File: config.mk
export PLATFORM = sky130hd
export DESIGN_NAME = echoing_line_editor
export DESIGN_NICKNAME = d
export VERILOG_FILES = /design/src/rtl/eled_pkg.sv /design/src/rtl/eled_front.sv /design/src/rtl/eled_fifo.sv /design/src/rtl/eled_back.sv /design/src/rtl/echoing_line_editor.sv
export SDC_FILE = /design/constraint.sdc
export NUM_CORES = 1
export LEC_CHECK = 0
export ABC_CLOCK_PERIOD_IN_PS = 5200
export BUFFER_PORTS_ARGS = -buffer_cell sky130_fd_sc_hd__buf_2
export CORE_MARGIN = 3
export CORE_UTILIZATION = 57
export DETAILED_ROUTE_END_ITERATION = 12
export PLACE_DENSITY_LB_ADDON = 0.2
export SLEW_MARGIN = 40
export SYNTH_ARGS = -nofsm -noshare
export SYNTH_HDL_FRONTEND = slang
export SYNTH_HIERARCHICAL = 1
export SYNTH_SLANG_ARGS = --single-unit
File: constraint.sdc
create_clock -name i_clk -period 5.2 [get_ports i_clk]
set_clock_uncertainty 0.05 [all_clocks]
set_input_delay 1.04 -clock i_clk [delete_from_list [all_inputs] [get_ports i_clk]]
set_output_delay 1.04 -clock i_clk [all_outputs]
set_load 0.02 [all_outputs]
File: src/rtl/eled_pkg.sv
// Shared types and constants for the echoing line editor.
// Used by the front, queue, back and top-level modules; no dependencies.
package eled_pkg;

    // character codes
    localparam logic [7:0] CH_LF    = 8'h0A;
    localparam logic [7:0] CH_CR    = 8'h0D;
    localparam logic [7:0] CH_BS    = 8'h08;
    localparam logic [7:0] CH_SP    = 8'h20;
    localparam logic [7:0] CH_TILDE = 8'h7E;
    localparam logic [7:0] CH_BEL   = 8'h07;

    // line buffer size and register reset
    localparam logic [8:0] LINE_MAX   = 9'd256;
    localparam logic [8:0] MAX_LEN_RST = 9'd64;
    localparam logic [8:0] LEN_SAT    = 9'h1FF;

    // command queue between front and back
    localparam int QDEPTH = 4;
    localparam int QAW    = $clog2(QDEPTH);

    // command kinds produced by the front
    typedef enum logic [1:0] {
        K_STORE = 2'd0,
        K_LINE  = 2'd1,
        K_BS    = 2'd2,
        K_BEL   = 2'd3
    } t_kind;

    // one classified byte
    typedef struct packed {
        t_kind      kind;
        logic [7:0] ch;
        logic [8:0] idx;
        logic [8:0] len;
    } t_cmd;

    // one result item
    typedef struct packed {
        logic [7:0] echo_char;
        logic       last_of_run;
        logic       store_valid;
        logic [8:0] store_index;
        logic [7:0] store_char;
        logic       line_done;
        logic [8:0] line_length;
    } t_result;

endpackage

File: src/rtl/eled_front.sv
// Front end: holds max_length and the character count, classifies each byte.
// Depends on eled_pkg.
module eled_front (
    input  logic           i_clk,
    input  logic           i_rst_n,
    input  logic           i_cfg_valid,
    input  logic [8:0]     i_cfg_data,
    input  logic           i_push_en,
    input  logic [7:0]     i_rx_char,
    output eled_pkg::t_cmd o_cmd
);
    import eled_pkg::*;

    logic [8:0] r_max_len;
    logic [8:0] r_count;
    logic [8:0] n_count;
    logic [8:0] limit;
    logic [9:0] len_sum;
    logic       is_end;
    logic       is_bs;
    logic       is_prn;

    // effective limit never exceeds the buffer
    assign limit = (r_max_len > LINE_MAX) ? LINE_MAX : r_max_len;

    // classification
    assign is_end  = (i_rx_char == CH_LF) || (i_rx_char == CH_CR);
    assign is_bs   = (i_rx_char == CH_BS) && (r_count != 9'd0);
    assign is_prn  = (i_rx_char >= CH_SP) && (i_rx_char <= CH_TILDE) && (r_count < limit);
    assign len_sum = {1'b0, r_count} + 10'd1;

    // command build and next count
    always_comb begin
        o_cmd   = '0;
        n_count = r_count;
        if (is_end) begin
            o_cmd.kind = K_LINE;
            o_cmd.idx  = r_count;
            if (r_count != 9'd0) begin
                o_cmd.len = len_sum[9] ? LEN_SAT : len_sum[8:0];
            end
            n_count = 9'd0;
        end else if (is_bs) begin
            o_cmd.kind = K_BS;
            n_count    = r_count - 9'd1;
        end else if (is_prn) begin
            o_cmd.kind = K_STORE;
            o_cmd.ch   = i_rx_char;
            o_cmd.idx  = r_count;
            n_count    = r_count + 9'd1;
        end else begin
            o_cmd.kind = K_BEL;
        end
    end

    // count and config register
    always_ff @(posedge i_clk) begin
        if (!i_rst_n) begin
            r_count   <= 9'd0;
            r_max_len <= MAX_LEN_RST;
        end else begin
            if (i_push_en) begin
                r_count <= n_count;
            end
            if (i_cfg_valid) begin
                r_max_len <= i_cfg_data;
            end
        end
    end

endmodule

File: src/rtl/eled_fifo.sv
// Short command queue between front and back.
// Depends on eled_pkg.
module eled_fifo (
    input  logic           i_clk,
    input  logic           i_rst_n,
    input  logic           i_push,
    input  eled_pkg::t_cmd i_cmd,
    input  logic           i_pop,
    output eled_pkg::t_cmd o_head,
    output logic           o_full,
    output logic           o_empty
);
    import eled_pkg::*;

    t_cmd           r_mem [QDEPTH];
    logic [QAW-1:0] r_wr_ptr;
    logic [QAW-1:0] r_rd_ptr;
    logic [QAW:0]   r_fill;

    assign o_full  = (r_fill == (QAW+1)'(QDEPTH));
    assign o_empty = (r_fill == '0);
    assign o_head  = r_mem[r_rd_ptr];

    // entry storage
    always_ff @(posedge i_clk) begin
        if (i_push) begin
            r_mem[r_wr_ptr] <= i_cmd;
        end
    end

    // pointers and fill level
    always_ff @(posedge i_clk) begin
        if (!i_rst_n) begin
            r_wr_ptr <= '0;
            r_rd_ptr <= '0;
            r_fill   <= '0;
        end else begin
            if (i_push) begin
                r_wr_ptr <= r_wr_ptr + 1'b1;
            end
            if (i_pop) begin
                r_rd_ptr <= r_rd_ptr + 1'b1;
            end
            case ({i_push, i_pop})
                2'b10:   r_fill <= r_fill + 1'b1;
                2'b01:   r_fill <= r_fill - 1'b1;
                default: r_fill <= r_fill;
            endcase
        end
    end

endmodule

File: src/rtl/eled_back.sv
// Back end: expands queued commands into result items, one per cycle
// while the output is not stalled. Depends on eled_pkg.
module eled_back (
    input  logic              i_clk,
    input  logic              i_rst_n,
    input  eled_pkg::t_cmd    i_head,
    input  logic              i_empty,
    output logic              o_pop,
    input  logic              i_out_stall,
    output logic              o_out_valid,
    output eled_pkg::t_result o_res
);
    import eled_pkg::*;

    logic [1:0] r_phase;
    logic [1:0] n_phase;
    logic       r_out_valid;
    t_result    r_res;
    t_result    n_res;
    logic       load;

    assign load = !i_empty && (!r_out_valid || !i_out_stall);

    // result for the head command at the current phase
    always_comb begin
        n_res = '0;
        case (i_head.kind)
            K_LINE: begin
                n_res.echo_char   = CH_LF;
                n_res.last_of_run = 1'b1;
                n_res.store_valid = 1'b1;
                n_res.store_index = i_head.idx;
                n_res.line_done   = 1'b1;
                n_res.line_length = i_head.len;
            end
            K_STORE: begin
                n_res.echo_char   = i_head.ch;
                n_res.last_of_run = 1'b1;
                n_res.store_valid = 1'b1;
                n_res.store_index = i_head.idx;
                n_res.store_char  = i_head.ch;
            end
            K_BS: begin
                n_res.echo_char   = (r_phase == 2'd1) ? CH_SP : CH_BS;
                n_res.last_of_run = (r_phase == 2'd2);
            end
            default: begin
                n_res.echo_char   = CH_BEL;
                n_res.last_of_run = 1'b1;
            end
        endcase
    end

    // backspace runs three results before the command leaves the queue
    assign o_pop = load && n_res.last_of_run;
    always_comb begin
        n_phase = r_phase;
        if (load && (i_head.kind == K_BS)) begin
            n_phase = (r_phase == 2'd2) ? 2'd0 : r_phase + 2'd1;
        end
    end

    // output register
    always_ff @(posedge i_clk) begin
        if (!i_rst_n) begin
            r_out_valid <= 1'b0;
            r_phase     <= 2'd0;
        end else begin
            r_phase <= n_phase;
            if (load) begin
                r_out_valid <= 1'b1;
            end else if (!i_out_stall) begin
                r_out_valid <= 1'b0;
            end
        end
    end

    always_ff @(posedge i_clk) begin
        if (load) begin
            r_res <= n_res;
        end
    end

    assign o_out_valid = r_out_valid;
    assign o_res       = r_res;

`ifndef SYNTH
    a_phase_bs: assert property (@(posedge i_clk) disable iff (!i_rst_n)
        (r_phase != 2'd0) |-> (!i_empty && i_head.kind == K_BS))
        else $error("backspace phase without backspace command");
    a_done_last: assert property (@(posedge i_clk) disable iff (!i_rst_n)
        (r_out_valid && (r_res.line_done || r_res.store_valid)) |-> r_res.last_of_run)
        else $error("store or line end not last of run");
    a_store_zero: assert property (@(posedge i_clk) disable iff (!i_rst_n)
        (r_out_valid && !r_res.store_valid) |->
        (r_res.store_index == 9'd0 && r_res.store_char == 8'd0))
        else $error("store fields set without store");
`endif

endmodule

File: src/rtl/echoing_line_editor.sv
// Echoing line editor: one received byte in, one to three echo results out.
// A byte's command is registered in the command queue and its result in the output register.
// Bytes are taken one per cycle while the queue is not full; a backspace yields three results,
// as the single output register drains the four-entry command queue.
// Reset (synchronous, active low): count 0, max_length 64, queue and output empty.
module echoing_line_editor (
    input  logic       i_clk,
    input  logic       i_rst_n,
    input  logic       i_cfg_valid,
    output logic       o_cfg_ready,
    input  logic [8:0] i_cfg_data,
    input  logic       i_rx_valid,
    output logic       o_rx_stall,
    input  logic [7:0] i_rx_char,
    output logic       o_out_valid,
    input  logic       i_out_stall,
    output logic [7:0] o_echo_char,
    output logic       o_last_of_run,
    output logic       o_store_valid,
    output logic [8:0] o_store_index,
    output logic [7:0] o_store_char,
    output logic       o_line_done,
    output logic [8:0] o_line_length
);
    import eled_pkg::*;

    t_cmd    cmd;
    t_cmd    head;
    t_result res;
    logic    push;
    logic    pop;
    logic    full;
    logic    empty;

    assign o_cfg_ready = 1'b1;
    assign o_rx_stall  = full;
    assign push        = i_rx_valid && !full;

    // classify and count
    eled_front u_front (
        .i_clk       (i_clk),
        .i_rst_n     (i_rst_n),
        .i_cfg_valid (i_cfg_valid),
        .i_cfg_data  (i_cfg_data),
        .i_push_en   (push),
        .i_rx_char   (i_rx_char),
        .o_cmd       (cmd)
    );

    // command queue
    eled_fifo u_fifo (
        .i_clk   (i_clk),
        .i_rst_n (i_rst_n),
        .i_push  (push),
        .i_cmd   (cmd),
        .i_pop   (pop),
        .o_head  (head),
        .o_full  (full),
        .o_empty (empty)
    );

    // result generation
    eled_back u_back (
        .i_clk       (i_clk),
        .i_rst_n     (i_rst_n),
        .i_head      (head),
        .i_empty     (empty),
        .o_pop       (pop),
        .i_out_stall (i_out_stall),
        .o_out_valid (o_out_valid),
        .o_res       (res)
    );

    assign o_echo_char   = res.echo_char;
    assign o_last_of_run = res.last_of_run;
    assign o_store_valid = res.store_valid;
    assign o_store_index = res.store_index;
    assign o_store_char  = res.store_char;
    assign o_line_done   = res.line_done;
    assign o_line_length = res.line_length;

endmodule
======== Yosys cells after proc, flatten, opt, wreduce, memory -nomap -nowiden ========
Memory sizes are Yosys's and may differ from the RTL's. A register that Yosys moved wholly into a read port is not among the register bits.
Index checks and enable logic that the tools add are counted.
Widths: inputs -> output; s select.
operators by class
  $lt $le $gt $ge ......................... 4
  add/sub/neg operators ................... 8
  reduce and logical (&&, ||, !) cells .... 20
  equality and inequality tests ........... 11
  mux-type cells .......................... 26
operators by type and width
  operator              count
  $mux 9                8
  $mux 17               2
  $pmux 9 s3            1
  $eq 8x4->1 const B    3
  $mux 10               2
  $mux 2                6
  $add 9x1->10 const B  1
  $add 9x1->9 const B   1
  $gt 9x9->1 const B    1
  $lt 9x9->1            1
  $reduce_bool 9->1     1
  $sub 9x1->9 const B   1
  $ge 8x6->1 const B    1
  $le 8x7->1 const B    1
  $mux 8                1
  $logic_and 1x1->1     7
  $add 2x1->2 const B   3
  $eq 2x1->1 const B    3
  $eq 2x2->1 const B    3
  $mux 6                1
  $pmux 3 s2            1
  $logic_not 1->1       4
  $mux 1                4
  $add 3x1->3 const B   1
  other kinds (10)      11
storage, ports and cells
  output and inout bits ................... 40
  memory bits (writable) .................. 112
  input bits .............................. 22
  memories kept ........................... 1
  word-level logic and storage cells ...... 84
  flip-flop bits (word level) ............. 65
memory list
  name          words  bits a word  rd ports  clocked after memory_dff  write ports  RTL line         text
  u_fifo.r_mem  4      28           1         1                         1            eled_fifo.sv:15  t_cmd r_mem [QDEPTH];

======== Logic depth before layout (Yosys ltp) ========
Gate-level depths: netlist of run 1.
  depth in word-level cells ............... 7
  mapped depth ............................ 12
  depth with buffers taken out ............ 11

======== Cells and area by module ========
Netlist of run 1, hierarchy kept.
by module, submodules not included
  module               cells an instance  area an instance (um^2)  instances  seq. area each (um^2)
  eled_fifo            192                4540.6                   1          3543.4
  eled_front           223                1776.7                   1          360.3
  eled_back            101                1525.2                   1          1171.1
  echoing_line_editor  3                  25.0                     1          0.0

======== Least setup slack after synthesis of run 1 ========
OpenSTA, ideal clock, no wires.
  path type ............................... input to register
  start point ............................. in i_rx_char[5]
  end point ............................... reg u_front.r_count[8]
  stages on the path ...................... 9
  setup time .............................. 0.129 ns
  required time ........................... 5.021 ns
  arrival time ............................ 3.880 ns
  buffers on the path ..................... 0
  setup slack ............................. 1.141 ns
  cell sequence ........................... or2_2 or3_1 nor4b_4 ha_1 a21oi_1 o211ai_1 o41ai_1 mux2i_1 nand4_1
between the ends
  longest elaborated chain between the ends .. 5
  elaborated cells on any way between the ends .. 13
  those cells by class .................... order compare (2); eq/ne (3); mux (2); reduce/logical (6)
ends and longest elaborated chain
  element                                          RTL line                   text
  start: declaration                               echoing_line_editor.sv:14  input logic [7:0] i_rx_char,
  $ge 8x6->1 / $le 8x7->1 (equally long branches)  eled_front.sv:29           assign is_prn = (i_rx_char >= CH_SP) && (i_rx_char <= CH_TILDE) && (r_count < limit);
  $logic_and 1x1->1 (2 in a row)                   eled_front.sv:29
  $reduce_bool 3->1 (no source line)               -
  $reduce_and 2->1 (no source line)                -
  end signal: assignment                           eled_front.sv:63           r_count <= n_count;
  end: declaration                                 eled_front.sv:15           logic [8:0] r_count;
Several ways; a longest one is shown, not always the timed one.
A chain may end at the register's enable or synchronous reset.

======== Final worst setup path of run 1 ========
Ends and elaborated chain as after synthesis.

==> reports/summary.txt, run 1 <==
Run status = finished clean
Number of top-level design ports = 62
Layout overhead on the synthesized area = 13.2%
Post-synth EDFFs = 149
Fraction of final layout cells with drive strength greater than 1 = 0.217
First-pass iteration count of the detailed router = 5
Final standard cell area without fillers = 0.00890 mm2
Final Critical Period = 3.91 ns
Number of endpoints with negative hold slack in the final report = 0
Detailed-placement wirelength estimate = 9.46 mm
Max Transition Viols Final = 0
Die outline width = 123 um
Detailed-route wire length per cell = 18.7 um
Number of nets in the synthesized netlist = 565
Num rows = 42
Number of nets still failing antenna checks after routing = 0
Area of the die = 0.0152 mm2
Startpoint type of the worst setup path = input port
Max_cap viols = 0
Worst-path maximum fanout = 8
Leading cell types in the layout, fill and taps excluded = edfxtp_1 (149), buf_2 (60), and2_1 (32), dfxtp_1 (30), nor2_1 (23)
Min setup slack post-route = 1.29 ns
Class of the most critical setup path = in -> reg
RSZ-0062 raised after global routing = false
Final period utilization = 0.752
Number of clock sinks = 179
Overall die height = 123 um
Detailed router's first-iteration violation count = 338
Most common library cell in the layout ignoring fill and taps = edfxtp_1
Port-buffer cells = 60
Setup violation total in the final timing report = 0
Clock transition time at the flip-flop clock pins of the worst setup and hold paths = 0.07 ns
Worst Hold Margin = 0.431 ns
Tot GR Track Use = 0.206
Number of antenna violations at the first check in global routing = 0
Placeable core area = 0.0133 mm2
Mapped Avg Cell Area = 15.2 um2
Endpoint class of the critical path = register
Worst-skew pair later-pin latency = 0.43 ns
Pin count of the biggest net entering global routing = 39
Max transition margin = 0.455
Power density over the cells = 478 mW/mm2
WP data required = 5.45 ns
Slew at the pin with the worst max-slew slack = 0.818 ns
Via count of the first global-routing pass = 4561
Cell area after synthesis = 0.00787 mm2
Clock Tree Buf Depth = 2
Htree depth = 4
Worst IR Drop VDD = 0.254 mV
Setup Slack @ Placement = 0.895 ns
Post-cts resize count = 0
Setup Buffers After CTS = 0
Initial standard-cell utilization of the core = 0.589
Gate Count Post-Synth = 519
Leftover overflow at the end of global routing = 0
Cts bufs inserted = 17
Via total after detailed routing = 4536
Most frequently used flop master after synthesis = edfxtp_1
Aggregate routed wire length = 14.5 mm
DRC violation count after routing = 0
Placed cell area = 0.00831 mm2
Synth async-reset ratio = 0
Achievable frequency = 256 MHz
Total Neg Setup Slack = 0 ns
Global-route wire length before repair = 23.4 mm
Sequential area share after synthesis = 0.645
Final RePlAce weighted congestion = 0.874
Leakage dissipation = 3.24 nW
Data arrival time of the critical path = 4.17 ns
Post-CTS Hold Fix Bufs = 0
Antenna Cells = 0
CTS tree = built
Count of different cell masters after synthesis = 59
Number of synthesized register bits = 179
Classification of the worst-slack hold path = reg -> reg
Root buf cell = clkbuf_16
Mean number of vias per cell = 5.85
Final Net Count = 632
Number of warnings reported in the yosys synthesis log = 6
-- through the flow --
| step | power (mW) | utilization | instances |
|---|---|---|---|
| floorplan | 2.76 | - | 519 |
| global placement | 3.01 | 0.623 | 743 |
| detailed placement | 3.05 | 0.623 | 743 |
| CTS | 4.30 | 0.667 | 775 |
| global route | 4.47 | 0.667 | 775 |
| finish | 4.26 | 0.667 | 775 |
-- worst max-delay path: stages --
cell and delay, ns:
buf_2 0.11, or2_2 0.33, or3_1 0.45, nor4b_4 0.53, ha_1 0.38, a21oi_1 0.27
o211ai_1 0.14, o41ai_1 0.54, mux2i_1 0.26, nand4_1 0.10
-- logic make-up (layout without fill, tap and decap cells) --
family,Yosys count,count (layout),synth area share
xor+xnor,16,16,0.0178
buf+inv,38,118,0.0251
flops,179,179,0.645
fa+ha+maj,24,24,0.0401
mux,41,41,0.101
simple gates,156,156,0.111
other cells,2,2,0.000955
compound gates,63,63,0.0593
-- Yosys cell counts (3+ instances only) --
master | n | share of area
nor3_1 | 7 | 0.0045
clkbuf_1 | 7 | 0.0033
buf_2 | 3 | 0.0019
o211ai_1 | 3 | 0.0029
inv_1 | 18 | 0.0086
a21o_1 | 4 | 0.0038
xnor2_1 | 5 | 0.0056
nand4_1 | 5 | 0.0040
or2_2 | 4 | 0.0032
nor2b_1 | 20 | 0.016
a21oi_1 | 16 | 0.010
nand2_1 | 22 | 0.010
o21ai_0 | 9 | 0.0057
dfxtp_1 | 30 | 0.076
nor4b_1 | 3 | 0.0033
nor2_1 | 23 | 0.011
buf_4 | 3 | 0.0029
ha_1 | 22 | 0.035
nand3_1 | 18 | 0.011
mux2i_1 | 13 | 0.017
o2111ai_1 | 9 | 0.010
or4_1 | 3 | 0.0029
and3_1 | 3 | 0.0024
xor2_1 | 11 | 0.012
mux4_2 | 20 | 0.057
and2_1 | 35 | 0.028
mux4_1 | 8 | 0.027
edfxtp_1 | 149 | 0.57
or3_1 | 3 | 0.0024
nand2b_1 | 3 | 0.0024
a211oi_1 | 3 | 0.0029
-- path summary, 6_finish.rpt --
path                      startpoint            endpoint  slack, ns  cells past startpoint
setup / recovery        i_rx_char[5]  u_front/r_count[8]       1.29                     10
hold / removal    u_back/o_out_valid  u_back/o_out_valid       0.43                      2
setup reg to reg  u_front/r_count[0]  u_front/r_count[8]       1.39                     12
hold reg to reg   u_back/o_out_valid  u_back/o_out_valid       0.43                      2
-- area by class of cell --
cell class | instances | area, um2
sequential | 179 | 5070
tap | 176 | 220
timing repair buffer | 66 | 345
multi-input combinational | 302 | 2600
fill | 967 | 4440
inverter | 20 | 75.1
clock buffer | 21 | 460
clock inverter | 11 | 129
-- sequential cells by signal, indices dropped and copies added, names as in the netlist, named ones only --
register            cells
u_back/r_phase          2
u_back/o_out_valid      1
u_front/r_max_len       9
u_fifo/r_rd_ptr         2
u_fifo/r_mem          112
u_back/o_res           37
u_fifo/r_fill           3
u_front/r_count         9
u_fifo/r_wr_ptr         2
-- power by group --
group          switching [mW]  internal [mW]  total (mW)
registers              0.0724           1.91        1.98
logic                   0.651          0.373        1.02
clock network           0.522          0.736        1.26
total                    1.25           3.01        4.26
-- layer usage --
| metal | GRT usage | share of wire | vias up |
|---|---|---|---|
| met2 | 0.336 | 0.50 | 141 |
| met4 | 0.0761 | 0.014 | 0 |
| met1 | 0.274 | 0.43 | 2264 |
| met3 | 0.0462 | 0.054 | 18 |
| li1 | - | - | 2113 |
| met5 | 0 | 0 | - |
Power figures use the tool's default switching activity.
==> run 2: changes to the inputs <==
--- a/config.mk
+++ b/config.mk
@@ -5,7 +5,7 @@
 export SDC_FILE = /design/constraint.sdc
 export NUM_CORES = 1
 export LEC_CHECK = 0
-export ABC_CLOCK_PERIOD_IN_PS = 5200
+export ABC_CLOCK_PERIOD_IN_PS = 3900
 export BUFFER_PORTS_ARGS = -buffer_cell sky130_fd_sc_hd__buf_2
 export CORE_MARGIN = 3
 export CORE_UTILIZATION = 57
==> constraint.sdc (replaced) <==
create_clock -name i_clk -period 3.9 [get_ports i_clk]
set_clock_uncertainty 0.05 [all_clocks]
set_input_delay 0.78 -clock i_clk [delete_from_list [all_inputs] [get_ports i_clk]]
set_output_delay 0.78 -clock i_clk [all_outputs]
set_load 0.02 [all_outputs]
==> reports/summary.txt, run 2 (synthesized netlist as in run 1, its figures left out) <==
Run status = finished clean (unchanged)
Placeable core area = 0.0133 mm2 (unchanged)
Initial standard-cell utilization of the core = 0.589 (unchanged)
Most common library cell in the layout ignoring fill and taps = edfxtp_1 (unchanged)
Port-buffer cells = 60 (unchanged)
Worst-path maximum fanout = 6 (was 8)
Endpoint class of the critical path = register (unchanged)
Via count of the first global-routing pass = 4559 (was 4561)
Leftover overflow at the end of global routing = 0 (unchanged)
Max transition margin = 0.460 (was 0.455)
RSZ-0062 raised after global routing = false (unchanged)
Htree depth = 4 (unchanged)
Antenna Cells = 0 (unchanged)
Reg2Reg Setup Slack = 0.64 ns (was 1.39 ns)
Data arrival time of the critical path = 3.68 ns (was 4.17 ns)
Hold path cells = 2 (unchanged)
Class of the most critical setup path = in -> reg (unchanged)
Register with the most flip-flops = u_fifo/r_mem (unchanged)
Final Critical Period = 3.43 ns
WP data required = 4.15 ns (was 5.45 ns)
Die outline width = 123 um (unchanged)
Hold EP = u_back/o_out_valid (unchanged)
Final period utilization = 0.880
Final Net Count = 642 (was 632)
Num rows = 42 (unchanged)
Aggregate routed wire length = 15.0 mm (was 14.5 mm)
Max Transition Viols Final = 0 (unchanged)
Number of clock sinks = 179 (unchanged)
Overall die height = 123 um (unchanged)
Slew at the pin with the worst max-slew slack = 0.809 ns (was 0.818 ns)
Number of endpoints with negative hold slack in the final report = 0 (unchanged)
Setup Buffers After CTS = 0 (unchanged)
Number of nets still failing antenna checks after routing = 0 (unchanged)
Largest register FFs = 112 (unchanged)
Mean number of vias per cell = 5.82 (was 5.85)
Power density over the cells = 629 mW/mm2 (was 478 mW/mm2)
Achievable frequency = 291 MHz
Detailed router's first-iteration violation count = 429 (was 338)
Worst-skew pair later-pin latency = 0.42 ns (was 0.43 ns)
Total Neg Setup Slack = 0 ns (unchanged)
Number of top-level design ports = 62 (unchanged)
Leakage dissipation = 3.28 nW (was 3.24 nW)
Global-route wire length before repair = 24.4 mm (was 23.4 mm)
Area of the die = 0.0152 mm2 (unchanged)
Pin count of the biggest net entering global routing = 39 (unchanged)
Number of antenna violations at the first check in global routing = 0 (unchanged)
Clock transition time at the flip-flop clock pins of the worst setup and hold paths = 0.06 ns (was 0.07 ns)
Detailed-route wire length per cell = 19.1 um (was 18.7 um)
Layout overhead on the synthesized area = 13.9% (was 13.2%)
Post-CTS Hold Fix Bufs = 0 (unchanged)
Tot GR Track Use = 0.217 (was 0.206)
Root buf cell = clkbuf_16 (unchanged)
Post-cts resize count = 0 (unchanged)
Startpoint of the worst hold path = u_back/o_out_valid (unchanged)
CTS tree = built (unchanged)
First-pass iteration count of the detailed router = 6 (was 5)
Min setup slack post-route = 0.467 ns (was 1.29 ns)
Setup violation total in the final timing report = 0 (unchanged)
Critical register-to-register path startpoint = u_front/r_count[0] (unchanged)
Final RePlAce weighted congestion = 0.887 (was 0.874)
Setup Slack @ Placement = 0.0210 ns (was 0.895 ns)
Fraction of final layout cells with drive strength greater than 1 = 0.225 (was 0.217)
Via total after detailed routing = 4568 (was 4536)
Cts bufs inserted = 17 (unchanged)
Leading cell types in the layout, fill and taps excluded = edfxtp_1 (149), buf_2 (60), and2_1 (31), dfxtp_1 (30) (was edfxtp_1 (149), buf_2 (60), and2_1 (32), dfxtp_1 (30), nor2_1 (23))
Startpoint type of the worst setup path = input port (unchanged)
Max_cap viols = 0 (unchanged)
DRC violation count after routing = 0 (unchanged)
Detailed-placement wirelength estimate = 10.1 mm (was 9.46 mm)
Classification of the worst-slack hold path = reg -> reg (unchanged)
Crit Reg-Reg Endpoint = u_front/r_count[8] (unchanged)
Clock Tree Buf Depth = 2 (unchanged)
Worst IR Drop VDD = 0.403 mV (was 0.254 mV)
Worst reg2reg path depth = 13 (was 12)
[run 2: cell types whose count changed in the layout (fill, tap and decap cells not counted), sizes merged]
cell,before,now
clkinv,6,2
clkinvlp,3,1
buf,66,76
inv,20,19
bufinv,2,1
clkbuf,21,29
[run 2: power by group]
| part | leakage (nW) | internal, mW | switching [mW] |
|---|---|---|---|
| clock network | 0.272 | 0.970 | 0.644 |
| registers | 1.64 | 2.54 | 0.104 |
| logic | 1.37 | 0.507 | 0.871 |
| total | 3.28 | 4.02 | 1.62 |
[run 2: worst max path at each step]
stage	startpoint	endpoint	slack (ns)	cells after the start
2_1_floorplan	i_rx_char[5]	u_front/r_count[8]	0.10	9
3_3_place_gp	i_rx_char[5]	u_front/r_count[8]	0.08	11
3_5_place_dp	i_rx_char[5]	u_front/r_count[8]	0.02	11
4_1_cts	i_rx_char[5]	u_front/r_count[8]	0.47	11
5_1_grt	i_rx_char[5]	u_front/r_count[8]	0.26	11
6_report	i_rx_char[5]	u_front/r_count[8]	0.47	11
[run 2: layout make-up]
type                            instances  area (um2)
Multi-Input combinational cell        302        2600
Sequential cell                       179        5070
Fill cell                             948        4390
Tap cell                              176         220
Timing Repair Buffer                   76         420
Clock inverter                          3        43.8
Inverter                               20        75.1
Clock buffer                           29         522
[run 2: metal layers]
metal / share of wire / up-vias / global-route usage
met5: 0 / - / 0
met4: 0.016 / 0 / 0.0734
met3: 0.046 / 19 / 0.0522
met2: 0.50 / 131 / 0.350
met1: 0.44 / 2282 / 0.291
li1: - / 2136 / -
[run 2: stage by stage]
step / instance area, um2 / utilization / hold WS (ns) / cells / total power, mW
2_1_floorplan: 7870 / - / 0.390 / 519 / 3.68
3_3_place_gp: 8390 / 0.629 / 0.411 / 753 / 4.03
3_5_place_dp: 8390 / 0.629 / 0.428 / 753 / 4.08
4_1_cts: 8960 / 0.671 / 0.439 / 785 / 5.70
5_1_grt: 8960 / 0.671 / 0.470 / 785 / 5.94
6_report: 8960 / 0.671 / 0.434 / 785 / 5.64
[run 2: critical path, cell delays in order]
cell      delay (ns)
buf_2           0.12
or2_2           0.34
or3_1           0.45
nor4b_4         0.52
ha_1            0.37
a21oi_1         0.23
o211ai_1        0.13
o41ai_1         0.26
buf_4           0.19
mux2i_1         0.17
nand4_1         0.10
==> run 3: changes to the inputs <==
--- a/config.mk
+++ b/config.mk
@@ -8,7 +8,7 @@
 export ABC_CLOCK_PERIOD_IN_PS = 3900
 export BUFFER_PORTS_ARGS = -buffer_cell sky130_fd_sc_hd__buf_2
 export CORE_MARGIN = 3
-export CORE_UTILIZATION = 57
+export CORE_UTILIZATION = 48
 export DETAILED_ROUTE_END_ITERATION = 12
 export PLACE_DENSITY_LB_ADDON = 0.2
 export SLEW_MARGIN = 40
==> reports/summary.txt, run 3 (synthesized netlist as in run 1, its figures left out) <==
Run status = finished clean (unchanged)
Cts bufs inserted = 17 (unchanged)
Final period utilization = 0.865 (was 0.880)
Worst path cell trace = buf_2 > or2_2 > or3_1 > nor4b_4 > buf_4 > buf_4 > ha_1 > a21oi_1 > o2111ai_1 > o311ai_0 > xor2_1 > o41ai_2 (was buf_2 > or2_2 > or3_1 > nor4b_4 > ha_1 > a21oi_1 > o211ai_1 > o41ai_1 > buf_4 > mux2i_1 > nand4_1)
Achievable frequency = 296 MHz (was 291 MHz)
Final standard cell area without fillers = 0.00903 mm2 (was 0.00896 mm2)
Reg2Reg Setup Slack = 0.64 ns (about the same)
Pin count of the biggest net entering global routing = 39 (unchanged)
WP data required = 4.18 ns (was 4.15 ns)
Largest register FFs = 112 (unchanged)
Met1 wire length = 6.30 mm (was 6.63 mm)
Number of nets still failing antenna checks after routing = 0 (unchanged)
Final Critical Period = 3.38 ns (was 3.43 ns)
Number of top-level design ports = 62 (unchanged)
Leading cell types in the layout, fill and taps excluded = edfxtp_1 (149), buf_2 (60), and2_1 (35), dfxtp_1 (30) (was edfxtp_1 (149), buf_2 (60), and2_1 (31), dfxtp_1 (30))
Wire length on met3 = 783 um (was 684 um)
Fill cells = 1292 (was 948)
CP max stage delay = 0.46 ns (was 0.52 ns)
Total Neg Setup Slack = 0 ns (unchanged)
Top Family by Delay on Critical Path = simple AND/OR/NAND/NOR gates (unchanged)
Worst path most repeated cell = buf_4
Worst-skew pair later-pin latency = 0.42 ns (about the same)
First-pass iteration count of the detailed router = 5 (was 6)
DRC violation count after routing = 0 (unchanged)
Port-buffer cells = 60 (unchanged)
Startpoint type of the worst setup path = input port (unchanged)
Slew at the pin with the worst max-slew slack = 0.725 ns (was 0.809 ns)
Worst Hold Margin = 0.444 ns (was 0.434 ns)
Leakage dissipation = 3.30 nW (was 3.28 nW)
Clock transition time at the flip-flop clock pins of the worst setup and hold paths = 0.06 ns (about the same)
Via count of the first global-routing pass = 4586 (was 4559)
Post-CTS Hold Fix Bufs = 0 (unchanged)
Leftover overflow at the end of global routing = 0 (unchanged)
Power density over the cells = 627 mW/mm2 (was 629 mW/mm2)
CTS tree = built (unchanged)
Layout overhead on the synthesized area = 14.8% (was 13.9%)
RSZ-0062 raised after global routing = false (unchanged)
Number of clock sinks = 179 (unchanged)
Class of the most critical setup path = in -> reg (unchanged)
Portion of total power attributed to combinational logic = 0.244 (was 0.245)
Classification of the worst-slack hold path = reg -> reg (unchanged)
Antenna Cells = 0 (unchanged)
Setup Slack @ Placement = 0.121 ns (was 0.0210 ns)
Overall die height = 134 um (was 123 um)
Endpoint class of the critical path = register (unchanged)
Global-route wire length before repair = 23.5 mm (was 24.4 mm)
Max_cap viols = 0 (unchanged)
Detailed router's first-iteration violation count = 437 (was 429)
Total power consumption of the routed design = 5.67 mW (was 5.64 mW)
Setup Buffers After CTS = 0 (unchanged)
Cell with the biggest individual delay on the critical path = or3_1 (was nor4b_4)
Net switching power = 1.62 mW (about the same)
Max transition margin = 0.516 (was 0.460)
Sequential Power Share = 0.464 (was 0.469)
Final Net Count = 645 (was 642)
Placeable core area = 0.0159 mm2 (was 0.0133 mm2)
Aggregate routed wire length = 14.5 mm (was 15.0 mm)
Setup violation total in the final timing report = 0 (unchanged)
Post-cts resize count = 0 (unchanged)
Initial standard-cell utilization of the core = 0.493 (was 0.589)
Area occupied by multi-input gates = 0.00260 mm2 (about the same)
Register with the most flip-flops = u_fifo/r_mem (unchanged)
Worst-path maximum fanout = 7 (was 6)
Htree depth = 4 (unchanged)
Mean number of vias per cell = 5.50 (was 5.82)
Data arrival time of the critical path = 3.65 ns (was 3.68 ns)
Fraction of final layout cells with drive strength greater than 1 = 0.224 (was 0.225)
Routed wire length on met2 = 7.18 mm (was 7.42 mm)
Clock Tree Buf Depth = 2 (unchanged)
Area occupied by registers = 0.00507 mm2 (unchanged)
Final RePlAce weighted congestion = 0.902 (was 0.887)
Root buf cell = clkbuf_16 (unchanged)
Detailed-route wire length per cell = 17.6 um (was 19.1 um)
Share of power burned in the clock network = 0.292 (was 0.286)
Number of antenna violations at the first check in global routing = 0 (unchanged)
Tot GR Track Use = 0.170 (was 0.217)
Detailed-placement wirelength estimate = 9.74 mm (was 10.1 mm)
Placed cell area = 0.00846 mm2 (was 0.00839 mm2)
Max Transition Viols Final = 0 (unchanged)
Area of the die = 0.0180 mm2 (was 0.0152 mm2)
Via total after detailed routing = 4550 (was 4568)
Worst path bufs/invs = 3 (was 2)
Worst IR Drop VDD = 0.333 mV (was 0.403 mV)
Internal power consumption = 4.05 mW (was 4.02 mW)
Uppermost layer routed = met4 (unchanged)
Most common library cell in the layout ignoring fill and taps = edfxtp_1 (unchanged)
Die outline width = 134 um (was 123 um)
Number of endpoints with negative hold slack in the final report = 0 (unchanged)
Switching share of power = 0.286 (was 0.287)
Min setup slack post-route = 0.525 ns (was 0.467 ns)
Num rows = 46 (was 42)
-- run 3: cell count changes in the layout (fill, tap and decap cells not counted), sizes merged --
cell    previous run  this run
bufinv             1         3
buf               76        79
clkinv             2         8
clkbuf            29        20
-- run 3: per-layer routing --
| metal | global-route usage | vias up |
|---|---|---|
| met5 | 0 | - |
| met4 | 0.0758 | 0 |
| met3 | 0.0390 | 18 |
| met2 | 0.276 | 131 |
| met1 | 0.222 | 2255 |
| li1 | - | 2146 |
-- run 3: through the flow --
step,instances,utilization
2_1_floorplan,519,-
3_3_place_gp,796,0.531
3_5_place_dp,796,0.531
4_1_cts,827,0.566
5_1_grt,827,0.567
6_report,827,0.567
-- run 3: power by group through the flow --
stage | Clock, mW | Sequential, mW | Combinational (mW)
floorplan | 0 | 2.95 | 0.728
global placement | 0 | 2.65 | 1.38
detailed placement | 0 | 2.67 | 1.41
CTS | 1.70 | 2.63 | 1.41
global route | 1.77 | 2.66 | 1.52
finish | 1.66 | 2.63 | 1.38
-- run 3: final timing paths --
check | cells after the start | from | end
max | 12 | i_rx_char[5] | u_front/r_count[7]
max reg2reg | 14 | u_front/r_count[0] | u_front/r_count[8]
min reg2reg | 2 | u_back/o_out_valid | u_back/o_out_valid
min | 2 | u_back/o_out_valid | u_back/o_out_valid
-- run 3: worst min-delay path, stage by stage, from the launching register on --
cell and delay (ns):
dfxtp_1 0.32, nand2_1 0.05, a21boi_0 0.07
-- run 3: cell type report --
class,instances,area share
clock buffer,20,0.0483
clock inverter,11,0.0151
inverter,20,0.00831
multi-input combinational,302,0.288
sequential,179,0.562
tap,216,0.0299
timing repair buffer,79,0.0490
